**config.mk**
```make
export PLATFORM = sky130hd
export DESIGN_NAME = stream_pattern_replace_core
export DESIGN_NICKNAME = d
export VERILOG_FILES = /design/src/rtl/spr_pkg.sv /design/src/rtl/stream_pattern_replace_core.sv /design/src/rtl/spr_cmp.sv /design/src/rtl/spr_seq.sv
export VERILOG_INCLUDE_DIRS = /design/src /design/src/rtl
export SDC_FILE = /design/constraint.sdc
export NUM_CORES = 1
export LEC_CHECK = 0
export BUFFER_PORTS_ARGS = -buffer_cell sky130_fd_sc_hd__buf_2
export CAP_MARGIN = 25
export CORE_MARGIN = 2
export CORE_UTILIZATION = 65
export CTS_BUF_LIST = sky130_fd_sc_hd__clkbuf_2 sky130_fd_sc_hd__clkbuf_4 sky130_fd_sc_hd__clkbuf_8
export CTS_CLUSTER_DIAMETER = 60
export DETAILED_ROUTE_END_ITERATION = 10
export PLACE_DENSITY_LB_ADDON = 0.15
export SLEW_MARGIN = 20
export SYNTH_ARGS = -nofsm -noshare
export SYNTH_HDL_FRONTEND = slang
export SYNTH_HIERARCHICAL = 1
export SYNTH_SLANG_ARGS = --single-unit
export TNS_END_PERCENT = 5
```
**constraint.sdc**
```tcl
create_clock -name clk -period 19.2 [get_ports clk]
set_clock_uncertainty 0.05 [all_clocks]
set_input_delay 0.96 -clock clk [delete_from_list [all_inputs] [get_ports clk]]
set_output_delay 0.96 -clock clk [all_outputs]
set_load 0.02 [all_outputs]
```
**src/rtl/stream_pattern_replace_core_assert.svh**
```systemverilog
// Assertion macros for the stream pattern replace core.
// Included by the RTL files that carry concurrent checks; no other dependencies.
`ifndef STREAM_PATTERN_REPLACE_CORE_ASSERT_SVH
`define STREAM_PATTERN_REPLACE_CORE_ASSERT_SVH

`ifndef NO_ASSERTIONS
// Same-cycle implication under clock and active-low reset.
`define SPR_ASSERT_IMP(label, clk, rst_n, ante, cons) \
	label: assert property (@(posedge clk) disable iff (!rst_n) (ante) |-> (cons)) \
		else $error("spr assertion failed");
// Next-cycle implication under clock and active-low reset.
`define SPR_ASSERT_NXT(label, clk, rst_n, ante, cons) \
	label: assert property (@(posedge clk) disable iff (!rst_n) (ante) |=> (cons)) \
		else $error("spr assertion failed");
`else
`define SPR_ASSERT_IMP(label, clk, rst_n, ante, cons)
`define SPR_ASSERT_NXT(label, clk, rst_n, ante, cons)
`endif

`endif

```
**src/rtl/spr_pkg.sv**
```systemverilog
// Shared constants, types and helpers for the stream pattern replace core.
// No dependencies.
package spr_pkg;

	localparam int MAX_PATTERN = 8;
	localparam int MAX_REPLACE = 8;

	localparam int CFG_IDX_W = 2;
	localparam logic [CFG_IDX_W-1:0] REG_PATTERN_BYTES  = 2'd0;
	localparam logic [CFG_IDX_W-1:0] REG_PATTERN_LENGTH = 2'd1;
	localparam logic [CFG_IDX_W-1:0] REG_REPLACE_BYTES  = 2'd2;
	localparam logic [CFG_IDX_W-1:0] REG_REPLACE_LENGTH = 2'd3;

	// One result handed from the sequencer to the output register.
	typedef struct packed {
		logic       valid;
		logic [7:0] data;
		logic       last;
		logic       marker;
	} out_push_t;

	function automatic logic [7:0] byte_at(input logic [63:0] word, input logic [2:0] idx);
		byte_at = word[{idx, 3'b000} +: 8];
	endfunction

endpackage

```
**src/rtl/stream_pattern_replace_core.sv**
```systemverilog
// Top level of the stream pattern replace core: configuration registers,
// output register and the sequencer. Depends on spr_pkg and spr_seq.

// Streaming find-and-replace on a byte stream. Each accepted input transaction
// carries one byte (or an end-of-stream flag); every complete, leftmost,
// non-overlapping occurrence of the configured pattern (1..8 bytes) is replaced
// by the configured replacement (0..8 bytes) and all other bytes pass through.
// Only the match count is held; on a mismatch the count falls back along the
// pattern's borders, emitting the bytes that drop out of the prefix. An
// end-of-stream transaction flushes the held prefix and then sends one end
// marker (out_byte 0, is_end_marker 1). last_of_run flags the final result of
// each input transaction; a transaction that only extends a partial match, or
// completes one with an empty replacement, produces no result. Timing: the
// sequencer takes one item at a time and in_stall stays high while it works.
// A byte that passes straight through or extends a match is accepted,
// compared and finished. Each fallback compares, tries the border candidates
// one at a time (at most m for a count of m, the empty border included) and
// emits the bytes that drop out; a completed match emits each replacement
// byte; a flush emits each held byte plus the marker. Results leave through
// one output register, so downstream stalls hold the sequencer only when it
// has a new result ready. Configuration writes are always taken (cfg_ready is
// high) and must be issued while the core is idle.
module stream_pattern_replace_core (
	input  logic                          clk,
	input  logic                          arst_n,
	input  logic                          cfg_valid,
	output logic                          cfg_ready,
	input  logic [spr_pkg::CFG_IDX_W-1:0] cfg_index,
	input  logic [63:0]                   cfg_data,
	input  logic                          in_valid,
	output logic                          in_stall,
	input  logic [7:0]                    in_byte,
	input  logic                          stream_end,
	output logic                          out_valid,
	input  logic                          out_stall,
	output logic [7:0]                    out_byte,
	output logic                          last_of_run,
	output logic                          is_end_marker
);
	import spr_pkg::*;

	logic [63:0] pattern_q;
	logic [3:0]  pat_len_q;
	logic [63:0] replace_q;
	logic [3:0]  rep_len_q;
	logic [3:0]  pat_len_eff;
	logic [3:0]  rep_len_eff;
	logic        out_free;
	out_push_t   push;

	assign cfg_ready = 1'b1;

	// Saturate the lengths: zero pattern length acts as one.
	always_comb begin
		if (pat_len_q == 4'd0)
			pat_len_eff = 4'd1;
		else if (pat_len_q > 4'(MAX_PATTERN))
			pat_len_eff = 4'(MAX_PATTERN);
		else
			pat_len_eff = pat_len_q;
		rep_len_eff = (rep_len_q > 4'(MAX_REPLACE)) ? 4'(MAX_REPLACE) : rep_len_q;
	end

	// Configuration registers.
	always_ff @(posedge clk or negedge arst_n) begin
		if (!arst_n) begin
			pattern_q <= 64'd0;
			pat_len_q <= 4'd1;
			replace_q <= 64'd0;
			rep_len_q <= 4'd0;
		end else if (cfg_valid && cfg_ready) begin
			unique case (cfg_index)
				REG_PATTERN_BYTES:  pattern_q <= cfg_data;
				REG_PATTERN_LENGTH: pat_len_q <= cfg_data[3:0];
				REG_REPLACE_BYTES:  replace_q <= cfg_data;
				REG_REPLACE_LENGTH: rep_len_q <= cfg_data[3:0];
				default: ;
			endcase
		end
	end

	spr_seq u_seq (
		.clk        (clk),
		.arst_n     (arst_n),
		.pattern    (pattern_q),
		.pat_len    (pat_len_eff),
		.replace    (replace_q),
		.rep_len    (rep_len_eff),
		.in_valid   (in_valid),
		.in_stall   (in_stall),
		.in_byte    (in_byte),
		.stream_end (stream_end),
		.out_free   (out_free),
		.push       (push)
	);

	// Output register: free when empty or when its transaction leaves now.
	assign out_free = !out_valid || !out_stall;

	always_ff @(posedge clk or negedge arst_n) begin
		if (!arst_n) begin
			out_valid <= 1'b0;
		end else if (push.valid) begin
			out_valid <= 1'b1;
		end else if (!out_stall) begin
			out_valid <= 1'b0;
		end
	end

	// Hold the payload while stalled; load a new result only when free.
	always_ff @(posedge clk) begin
		if (push.valid) begin
			out_byte      <= push.data;
			last_of_run   <= push.last;
			is_end_marker <= push.marker;
		end
	end

endmodule

```
**src/rtl/spr_cmp.sv**
```systemverilog
// Border compare unit: checks whether the first k pattern bytes equal the
// k bytes ending just before position m. Depends on spr_pkg.
module spr_cmp (
	input  logic [63:0] pattern,
	input  logic [3:0]  m,
	input  logic [2:0]  k,
	output logic        eq
);
	import spr_pkg::*;

	always_comb begin
		logic [2:0] pos;
		eq  = 1'b1;
		pos = 3'd0;
		for (int i = 0; i < MAX_PATTERN - 1; i++) begin
			pos = m[2:0] - k + 3'(i);
			if (3'(i) < k && byte_at(pattern, 3'(i)) != byte_at(pattern, pos))
				eq = 1'b0;
		end
	end

endmodule

```
**src/rtl/spr_seq.sv**
```systemverilog
// Sequencer of the stream pattern replace core: match count, prefix fallback,
// replacement and flush emission. Depends on spr_pkg, spr_cmp and the assert header.
`include "stream_pattern_replace_core_assert.svh"

module spr_seq (
	input  logic                  clk,
	input  logic                  arst_n,
	input  logic [63:0]           pattern,
	input  logic [3:0]            pat_len,
	input  logic [63:0]           replace,
	input  logic [3:0]            rep_len,
	input  logic                  in_valid,
	output logic                  in_stall,
	input  logic [7:0]            in_byte,
	input  logic                  stream_end,
	input  logic                  out_free,
	output spr_pkg::out_push_t    push
);
	import spr_pkg::*;

	localparam logic [2:0] S_IDLE   = 3'd0;
	localparam logic [2:0] S_MATCH  = 3'd1;
	localparam logic [2:0] S_BORDER = 3'd2;
	localparam logic [2:0] S_EMITF  = 3'd3;
	localparam logic [2:0] S_REPL   = 3'd4;
	localparam logic [2:0] S_FLUSH  = 3'd5;
	localparam logic [2:0] S_DONE   = 3'd6;

	logic [2:0] state_q;
	logic [3:0] mc_q;
	logic [2:0] k_q;
	logic [2:0] idx_q;
	logic [7:0] byte_q;
	logic       end_q;
	logic       pend_v_q;
	logic [7:0] pend_data_q;
	logic       pend_mark_q;

	logic       hit;
	logic       bord_eq;
	logic       emit_req;
	logic [7:0] emit_data;
	logic       emit_mark;
	logic       can_emit;
	logic       accept;
	logic [3:0] mc_clamped;

	spr_cmp u_cmp (
		.pattern (pattern),
		.m       (mc_q),
		.k       (k_q),
		.eq      (bord_eq)
	);

	assign hit        = byte_at(pattern, mc_q[2:0]) == byte_q;
	assign can_emit   = !pend_v_q || out_free;
	assign in_stall   = state_q != S_IDLE;
	assign accept     = in_valid && !in_stall;
	assign mc_clamped = (mc_q >= pat_len) ? pat_len - 4'd1 : mc_q;

	always_comb begin
		emit_req  = 1'b0;
		emit_data = 8'h00;
		emit_mark = 1'b0;
		unique case (state_q)
			S_MATCH: begin
				if (!end_q && !hit && mc_q == 4'd0) begin
					emit_req  = 1'b1;
					emit_data = byte_q;
				end
			end
			S_EMITF: begin
				emit_req  = 1'b1;
				emit_data = byte_at(pattern, idx_q);
			end
			S_REPL: begin
				emit_req  = 1'b1;
				emit_data = byte_at(replace, idx_q);
			end
			S_FLUSH: begin
				emit_req = 1'b1;
				if ({1'b0, idx_q} < mc_q)
					emit_data = byte_at(pattern, idx_q);
				else
					emit_mark = 1'b1;
			end
			default: ;
		endcase
	end

	// Push the held result once the next one exists, or as last at the end.
	always_comb begin
		push        = '0;
		push.data   = pend_data_q;
		push.marker = pend_mark_q;
		if (emit_req && can_emit && pend_v_q) begin
			push.valid = 1'b1;
		end else if (state_q == S_DONE && pend_v_q && out_free) begin
			push.valid = 1'b1;
			push.last  = 1'b1;
		end
	end

	always_ff @(posedge clk or negedge arst_n) begin
		if (!arst_n) begin
			state_q  <= S_IDLE;
			mc_q     <= 4'd0;
			k_q      <= 3'd0;
			idx_q    <= 3'd0;
			pend_v_q <= 1'b0;
		end else begin
			if (emit_req && can_emit)
				pend_v_q <= 1'b1;
			else if (state_q == S_DONE && out_free)
				pend_v_q <= 1'b0;

			unique case (state_q)
				S_IDLE: begin
					if (accept) begin
						mc_q    <= mc_clamped;
						state_q <= S_MATCH;
					end
				end
				S_MATCH: begin
					if (end_q) begin
						idx_q   <= 3'd0;
						state_q <= S_FLUSH;
					end else if (hit) begin
						if (mc_q + 4'd1 == pat_len) begin
							mc_q    <= 4'd0;
							idx_q   <= 3'd0;
							state_q <= (rep_len == 4'd0) ? S_DONE : S_REPL;
						end else begin
							mc_q    <= mc_q + 4'd1;
							state_q <= S_DONE;
						end
					end else if (mc_q == 4'd0) begin
						if (can_emit)
							state_q <= S_DONE;
					end else begin
						k_q     <= mc_q[2:0] - 3'd1;
						state_q <= S_BORDER;
					end
				end
				S_BORDER: begin
					if (k_q == 3'd0 || bord_eq) begin
						idx_q   <= 3'd0;
						state_q <= S_EMITF;
					end else begin
						k_q <= k_q - 3'd1;
					end
				end
				S_EMITF: begin
					if (can_emit) begin
						if ({1'b0, idx_q} == mc_q - {1'b0, k_q} - 4'd1) begin
							mc_q    <= {1'b0, k_q};
							state_q <= S_MATCH;
						end else begin
							idx_q <= idx_q + 3'd1;
						end
					end
				end
				S_REPL: begin
					if (can_emit) begin
						if ({1'b0, idx_q} == rep_len - 4'd1)
							state_q <= S_DONE;
						else
							idx_q <= idx_q + 3'd1;
					end
				end
				S_FLUSH: begin
					if (can_emit) begin
						if ({1'b0, idx_q} < mc_q) begin
							idx_q <= idx_q + 3'd1;
						end else begin
							mc_q    <= 4'd0;
							state_q <= S_DONE;
						end
					end
				end
				S_DONE: begin
					if (!pend_v_q || out_free)
						state_q <= S_IDLE;
				end
				default: state_q <= S_IDLE;
			endcase
		end
	end

	// Payload registers: no reset.
	always_ff @(posedge clk) begin
		if (accept) begin
			byte_q <= in_byte;
			end_q  <= stream_end;
		end
		if (emit_req && can_emit) begin
			pend_data_q <= emit_data;
			pend_mark_q <= emit_mark;
		end
	end

	`SPR_ASSERT_IMP(a_idle_no_pending, clk, arst_n, state_q == S_IDLE, !pend_v_q)
	`SPR_ASSERT_IMP(a_count_below_max, clk, arst_n, 1'b1, mc_q[3] == 1'b0)
	`SPR_ASSERT_NXT(a_busy_after_accept, clk, arst_n, accept, in_stall)
	`SPR_ASSERT_IMP(a_push_needs_room, clk, arst_n, push.valid, out_free)

endmodule
```
==> results.md, run 1 <==
- Post-synthesis cell area: 13700 sq um
- HPWL after DPL: 28300 microns
- Critical path arrival: 7740 ps
- Tcrit/Tclk final: 38.6%
- # rows: 53
- Syn Inst Count: 1112
- Hold Path Stages: 0
- Critical Path Source Type: flip-flop
- Post-synth EDFFs: 28
- Nets: 1268
- Die width: 149 microns
- Post-synthesis sequential area ratio: 33.8%
- Final WL: 41000 microns
- Post-synth top area cell: dfrtp_1
- Yosys top cell area share: 27.5%
- Synthesized Nets: 1216
- Synth Flop Type: dfrtp_1
- CTS tree: done
- WL/cell: 28.2 microns
- # hold bufs at CTS: 0
- Hold Vio Cnt, Final: 0
- Pre-CTS setup slack: 11990 ps
- Critical path required time: 19530 ps
- # resized after CTS: 0
- GRT Total Usage: 37.9%
- Max-Cap Viols: 0
- Clock-pin slew on the worst setup and hold paths: 130 ps
- Ys async rst share: 84.4%
- Placed cells: 1419
- Slew Limit Fails: 0
- CTS Root Cell: clkbuf_8
- Vias: 10.5k
- TritonCTS Buffers: 17
- H-Tree Depth: 4
- Post-CTS setup repair buffer count: 0
- Synth warn: 6
- Drt pass-1 iters: 8
- Drt first-iter violations: 1697
- Largest net degree at the start of global routing: 86
- Slew @ Worst Pin: 1100 ps
- TNS Setup: 0 ps
- Top cells by area, synth: dfrtp_1 27%, mux4_2 14%, mux2_4 7.7%
- Worst-case headroom to the max-slew limit: 26.6%
- CP Max Fanout: 58
- Final non-filler cell area: 14500 sq um
- Cell Chain, Critical Path: fa_2, buf_4, inv_1, ha_2, buf_4, mux4_2, xnor2_1, o311ai_0, nor4_1, o2111ai_1, or4_1, o21a_1, a211oi_2, nor4b_1, o31ai_1, o21ai_0, a211o_1, a21oi_1, o21ai_1, mux2_2
- CP endpoint kind: flip-flop
- Yosys cell types: 84
- GP Congestion: 1.01
- Area growth, synth to finish: 6.08%
- Total grt overflow: 0
- Layout cells sized above 1: 34.7%
- Slowest cell delay on critical path: 810 ps
- Number of diodes: 0
- Die Area: 22200 sq um
- Initial Util: 65.7%
- Syn_area_per_cell: 12.3 sq um
- IO Port Bufs: 91
- Outcome: finished, final reports clean
- Levels on crit path: 20
- Setup ws final: 11790 ps
- Initial antenna violation count: 0
- Antenna violation net count after detailed routing: 0
- Worst skew pair latency: 490 ps
- Fmax: 0.135 GHz
- Core area: 20800 sq um
- Reg2Reg Depth: 20
- Die Ht: 149 microns
- CP Class: reg2reg
- Clock buffer depth: 2
- Vias in the first global route: 10.3k
- I/O Pins: 93
- Final std cells w/o fill: 1452
- CP bufs+invs: 3
- Most used cell along the critical path: buf_4
- Dpl cell area: 14100 sq um
- First-pass GRT wire length: 62500 microns
- RSZ-0062 raised after global routing: false
- CP top delay family: compound AO/OA/AOI/OAI gates
- Clock Sinks: 179
- Crit-path slowest cell: dfrtp_1
- Via density: 7.24
- Min Tclk post-route: 7410 ps
- Flops & latches, synth: 179
- Final setup fails: 0
- Tightest Hold Check Type: reg2reg
- DRC viols: 0
## through the flow
| stage | hold WS [ps] | util [%] |
|---|---|---|
| after floorplan | 350 | - |
| after global placement | 351 | 67.5 |
| after detailed placement | 360 | 67.5 |
| after CTS | 359 | 69.6 |
| after global routing | 377 | 69.6 |
| final | 351 | 69.6 |
## cell families (layout without fill, tap and decap cells)
| kind of cell | Yosys count | in the layout | share of synthesized area (%) |
|---|---|---|---|
| AO/OA/AOI/OAI | 167 | 167 | 9.15 |
| other | 1 | 1 | 0.0274 |
| AND/OR/NAND/NOR | 208 | 208 | 8.02 |
| buffers and inverters | 125 | 190 | 5.66 |
| flip-flops | 179 | 179 | 33.8 |
| multiplexers | 339 | 339 | 36.4 |
| XOR/XNOR | 69 | 69 | 4.63 |
| adder cells (fa/ha/maj) | 24 | 24 | 2.31 |
## cells in the mapped netlist, types with 10 or more instances
master    count
nand3_1      29
ha_1         22
nor2b_1      24
nor4_1       10
mux4_2       87
nand2_1      37
mux2_4       70
a221o_1      12
buf_12       12
buf_2        20
nor2_1       44
edfxtp_1     28
o21ai_0      16
dfrtp_1     150
o22ai_1      11
nand2b_1     16
mux2_2       90
inv_1        45
clkbuf_1     19
a21oi_1      31
a211oi_1     10
xnor2_1      45
buf_1        10
xor2_1       22
mux2i_1      90
## flip-flops by register name (all words and copies together), names as in the netlist
name,flops
is_end_marker,1
last_of_run,1
out_byte,8
out_valid,1
pat_len_q,4
pattern_q,64
rep_len_q,4
replace_q,64
u_seq/byte_q,8
u_seq/end_q,1
u_seq/idx_q,3
u_seq/k_q,3
u_seq/mc_q,4
u_seq/pend_data_q,8
u_seq/pend_mark_q,1
u_seq/pend_v_q,1
u_seq/state_q,3
## per-layer routing
layer,vias up,routed length (microns),GRT usage (%)
met5,-,0,0
met4,0,2200,18.6
met3,165,5150,10.2
met2,813,17600,53.9
met1,5172,16100,53.9
li1,4366,-,-
## final timing paths
path | startpoint | endpoint | slack (ps)
max in group asynchronous | arst_n | replace_q[45]$_DFFE_PN0P_ | 17260
worst min-delay path | u_seq/pend_data_q[4]$_DFFE_PP_ | out_byte[4]$_DFFE_PP_ | 350
min in group asynchronous | arst_n | replace_q[17]$_DFFE_PN0P_ | 440
worst min register to register | u_seq/pend_data_q[4]$_DFFE_PP_ | out_byte[4]$_DFFE_PP_ | 350
worst max-delay path | u_seq/mc_q[1]$_DFFE_PN0P_ | u_seq/idx_q[1]$_DFFE_PN0P_ | 11790
worst max register to register | u_seq/mc_q[1]$_DFFE_PN0P_ | u_seq/idx_q[1]$_DFFE_PN0P_ | 11790
## cells in the final DEF, fill, tap and decap left out, types with 17 or more instances in the layout
cell	instances
xnor2_1	44
edfxtp_1	28
ha_1	20
nor2_1	44
buf_2	90
nand2_1	37
mux2i_1	90
mux2_2	90
mux2_4	70
xor2_1	22
inv_1	45
mux4_2	87
nor2b_1	24
clkbuf_8	17
nand3_1	29
dfrtp_1	148
a21oi_1	31
buf_4	18
## cell type report
class / instances / area (sq um)
multi-input cells: 808 / 8310
clock inverters: 15 / 208
well taps: 275 / 344
repair buffers: 110 / 604
flip-flops and latches: 179 / 4620
fillers: 1532 / 6320
clock buffers: 17 / 234
inverters: 48 / 180
Power of run 1 is left out: the tool's default activity adds up to more than one toggle a clock period on the data nets, which glitch-free logic cannot reach.
==> run 2: changes to the inputs <==
--- a/config.mk
+++ b/config.mk
@@ -9,7 +9,7 @@
 export BUFFER_PORTS_ARGS = -buffer_cell sky130_fd_sc_hd__buf_2
 export CAP_MARGIN = 25
 export CORE_MARGIN = 2
-export CORE_UTILIZATION = 65
+export CORE_UTILIZATION = 58
 export CTS_BUF_LIST = sky130_fd_sc_hd__clkbuf_2 sky130_fd_sc_hd__clkbuf_4 sky130_fd_sc_hd__clkbuf_8
 export CTS_CLUSTER_DIAMETER = 60
 export DETAILED_ROUTE_END_ITERATION = 10
==> constraint.sdc (replaced) <==
create_clock -name clk -period 6.5 [get_ports clk]
set_clock_uncertainty 0.05 [all_clocks]
set_input_delay 0.325 -clock clk [delete_from_list [all_inputs] [get_ports clk]]
set_output_delay 0.325 -clock clk [all_outputs]
set_load 0.02 [all_outputs]
==> results.md, run 2 (same netlist as run 1, synthesis figures left out) <==
- Outcome: finished, final reports clean (unchanged)
- CTS tree: done (unchanged)
- Vias in the first global route: 10.1k (was 10.3k)
- Final non-filler cell area: 14700 sq um (was 14500 sq um)
- Antenna violation net count after detailed routing: 0 (unchanged)
- Critical path arrival: 6270 ps (was 7740 ps)
- Crit-path slowest cell: ha_2 (was dfrtp_1)
- Largest net degree at the start of global routing: 94 (was 86)
- Drt first-iter violations: 1334 (was 1697)
- CTS Root Cell: clkbuf_8 (unchanged)
- Pre-CTS setup slack: 617 ps (was 11990 ps)
- Number of diodes: 0 (unchanged)
- GRT Total Usage: 36.4% (was 37.9%)
- RSZ-0062 raised after global routing: false (unchanged)
- Final WL: 43500 microns (was 41000 microns)
- Fill cells: 1851 (was 1532)
- Cell Chain, Critical Path: inv_1, ha_4, inv_1, fa_2, inv_1, ha_2, buf_4, mux4_2, mux2_2, a32oi_1, o2111ai_1, or4_1, o21a_1, a211oi_2, nor4b_1, o31ai_1, o21ai_0, a211o_1, a21oi_1, o21ai_1, mux2_2 (was fa_2, buf_4, inv_1, ha_2, buf_4, mux4_2, xnor2_1, o311ai_0, nor4_1, o2111ai_1, or4_1, o21a_1, a211oi_2, nor4b_1, o31ai_1, o21ai_0, a211o_1, a21oi_1, o21ai_1, mux2_2)
- HPWL after DPL: 30400 microns (was 28300 microns)
- Reg-to-reg setup timing slack: 570 ps (was 11790 ps)
- Most common cell after layout, fill and taps aside: dfrtp_1 (unchanged)
- Post-CTS setup repair buffer count: 0 (unchanged)
- Slew Limit Fails: 0 (unchanged)
- Biggest regs: pattern_q: 64 flops, replace_q: 64 flops (unchanged)
- Total grt overflow: 0 (unchanged)
- Clock Sinks: 179 (unchanged)
- GP Congestion: 1.00 (was 1.01)
- I/O Pins: 93 (unchanged)
- # resized after CTS: 0 (unchanged)
- Min Tclk post-route: 5930 ps (was 7410 ps)
- Critical path required time: 6830 ps (was 19530 ps)
- Dpl cell area: 14200 sq um (was 14100 sq um)
- Hold Path Stages: 2 (was 0)
- Vias: 10.4k (was 10.5k)
- Max-Cap Viols: 0 (unchanged)
- Slew @ Worst Pin: 1080 ps (was 1100 ps)
- Critical Path Source Type: flip-flop (unchanged)
- CP endpoint kind: flip-flop (unchanged)
- CP Max Fanout: 14 (was 58)
- Setup ws final: 565 ps (was 11790 ps)
- H-Tree Depth: 4 (unchanged)
- Highest-count cells in the layout ignoring fill and taps: 148 x dfrtp_1, 90 x mux2_2, 90 x buf_2, 90 x mux2i_1, 87 x mux4_2 (unchanged)
- Initial Util: 58.6% (was 65.7%)
- CP Class: reg2reg (unchanged)
- Slowest cell delay on critical path: 570 ps (was 810 ps)
- IO Port Bufs: 91 (unchanged)
- Tcrit/Tclk final: 91.3% (was 38.6%)
- Hold Vio Cnt, Final: 0 (unchanged)
- Tightest Hold Check Type: in2reg (was reg2reg)
- Initial antenna violation count: 0 (unchanged)
- Most used cell along the critical path: inv_1 (was buf_4)
- Layout cells sized above 1: 35.0% (was 34.7%)
- Core area: 23300 sq um (was 20800 sq um)
- # rows: 56 (was 53)
- Final setup fails: 0 (unchanged)
- Reg2Reg Depth: 21 (was 20)
- Via density: 6.85 (was 7.24)
- TNS Setup: 0 ps (unchanged)
- Area growth, synth to finish: 7.75% (was 6.08%)
- Clock buffer depth: 2 (unchanged)
- Worst skew pair latency: 500 ps (was 490 ps)
- Nets: 1290 (was 1268)
- Fmax: 0.169 GHz (was 0.135 GHz)
- First-pass GRT wire length: 65400 microns (was 62500 microns)
- DRC viols: 0 (unchanged)
- Worst-case headroom to the max-slew limit: 27.7% (was 26.6%)
- Drt pass-1 iters: 6 (was 8)
- WL/cell: 28.7 microns (was 28.2 microns)
- Die width: 158 microns (was 149 microns)
- Clock-pin slew on the worst setup and hold paths: 120 ps (was 130 ps)
- Die Area: 24800 sq um (was 22200 sq um)
- TritonCTS Buffers: 17 (unchanged)
- Die Ht: 158 microns (was 149 microns)
## run 2: changes by cell type in the layout (fill, tap and decap cells not counted), sizes merged
cell	previous run	this run
clkinv	8	7
clkinvlp	1	2
dlygate4sd3	0	10
buf	109	122
inv	54	53
## run 2: routing by layer
metal / global-route usage [%] / wire [microns] / up-vias
li1: - / - / 4414
met1: 50.8 / 17700 / 5203
met2: 52.4 / 18700 / 645
met3: 9.83 / 4640 / 136
met4: 18.5 / 2420 / 0
met5: 0 / 0 / -
## run 2: worst max-delay path: cells and delay by family, from the launching register on
family	cells	cell delay, ps
buffers and inverters	4	460
flip-flops	1	380
AO/OA/AOI/OAI	9	1870
adder cells (fa/ha/maj)	3	1230
multiplexers	3	1160
AND/OR/NAND/NOR	2	670
## run 2: area by class of cell
cell class	instances	area [sq um]	share of cell area [%]
tap	319	399	2.71
clock buffer	18	248	1.68
sequential	179	4620	31.4
clock inverter	14	158	1.07
inverter	48	180	1.22
timing repair buffer	132	815	5.53
multi-input combinational	808	8310	56.4
## run 2: what timing repair did
action,in CTS,in global routing
hold endpoints to repair,100,0
hold buffers,10,0
setup endpoints to repair,0,0
## run 2: final timing paths
path                                                 from                          to
max in group asynchronous                          arst_n   replace_q[57]$_DFFE_PN0P_
min in group asynchronous                          arst_n   replace_q[10]$_DFFE_PN0P_
setup / recovery                u_seq/mc_q[0]$_DFFE_PN0P_  u_seq/idx_q[1]$_DFFE_PN0P_
hold / removal                               cfg_data[16]   replace_q[16]$_DFFE_PN0P_
setup reg to reg                u_seq/mc_q[0]$_DFFE_PN0P_  u_seq/idx_q[1]$_DFFE_PN0P_
hold reg to reg            u_seq/pend_data_q[3]$_DFFE_PP_       out_byte[3]$_DFFE_PP_
## run 2: through the flow
step	utilization [%]	std cells	hold WS, ps
floorplan	-	1112	-20.6
global placement	60.8	1475	352
detailed placement	61.0	1476	355
CTS	63.1	1518	2.67
global route	63.1	1518	9.72
finish	63.1	1518	12.8
Power of run 2 is left out for the same reason.
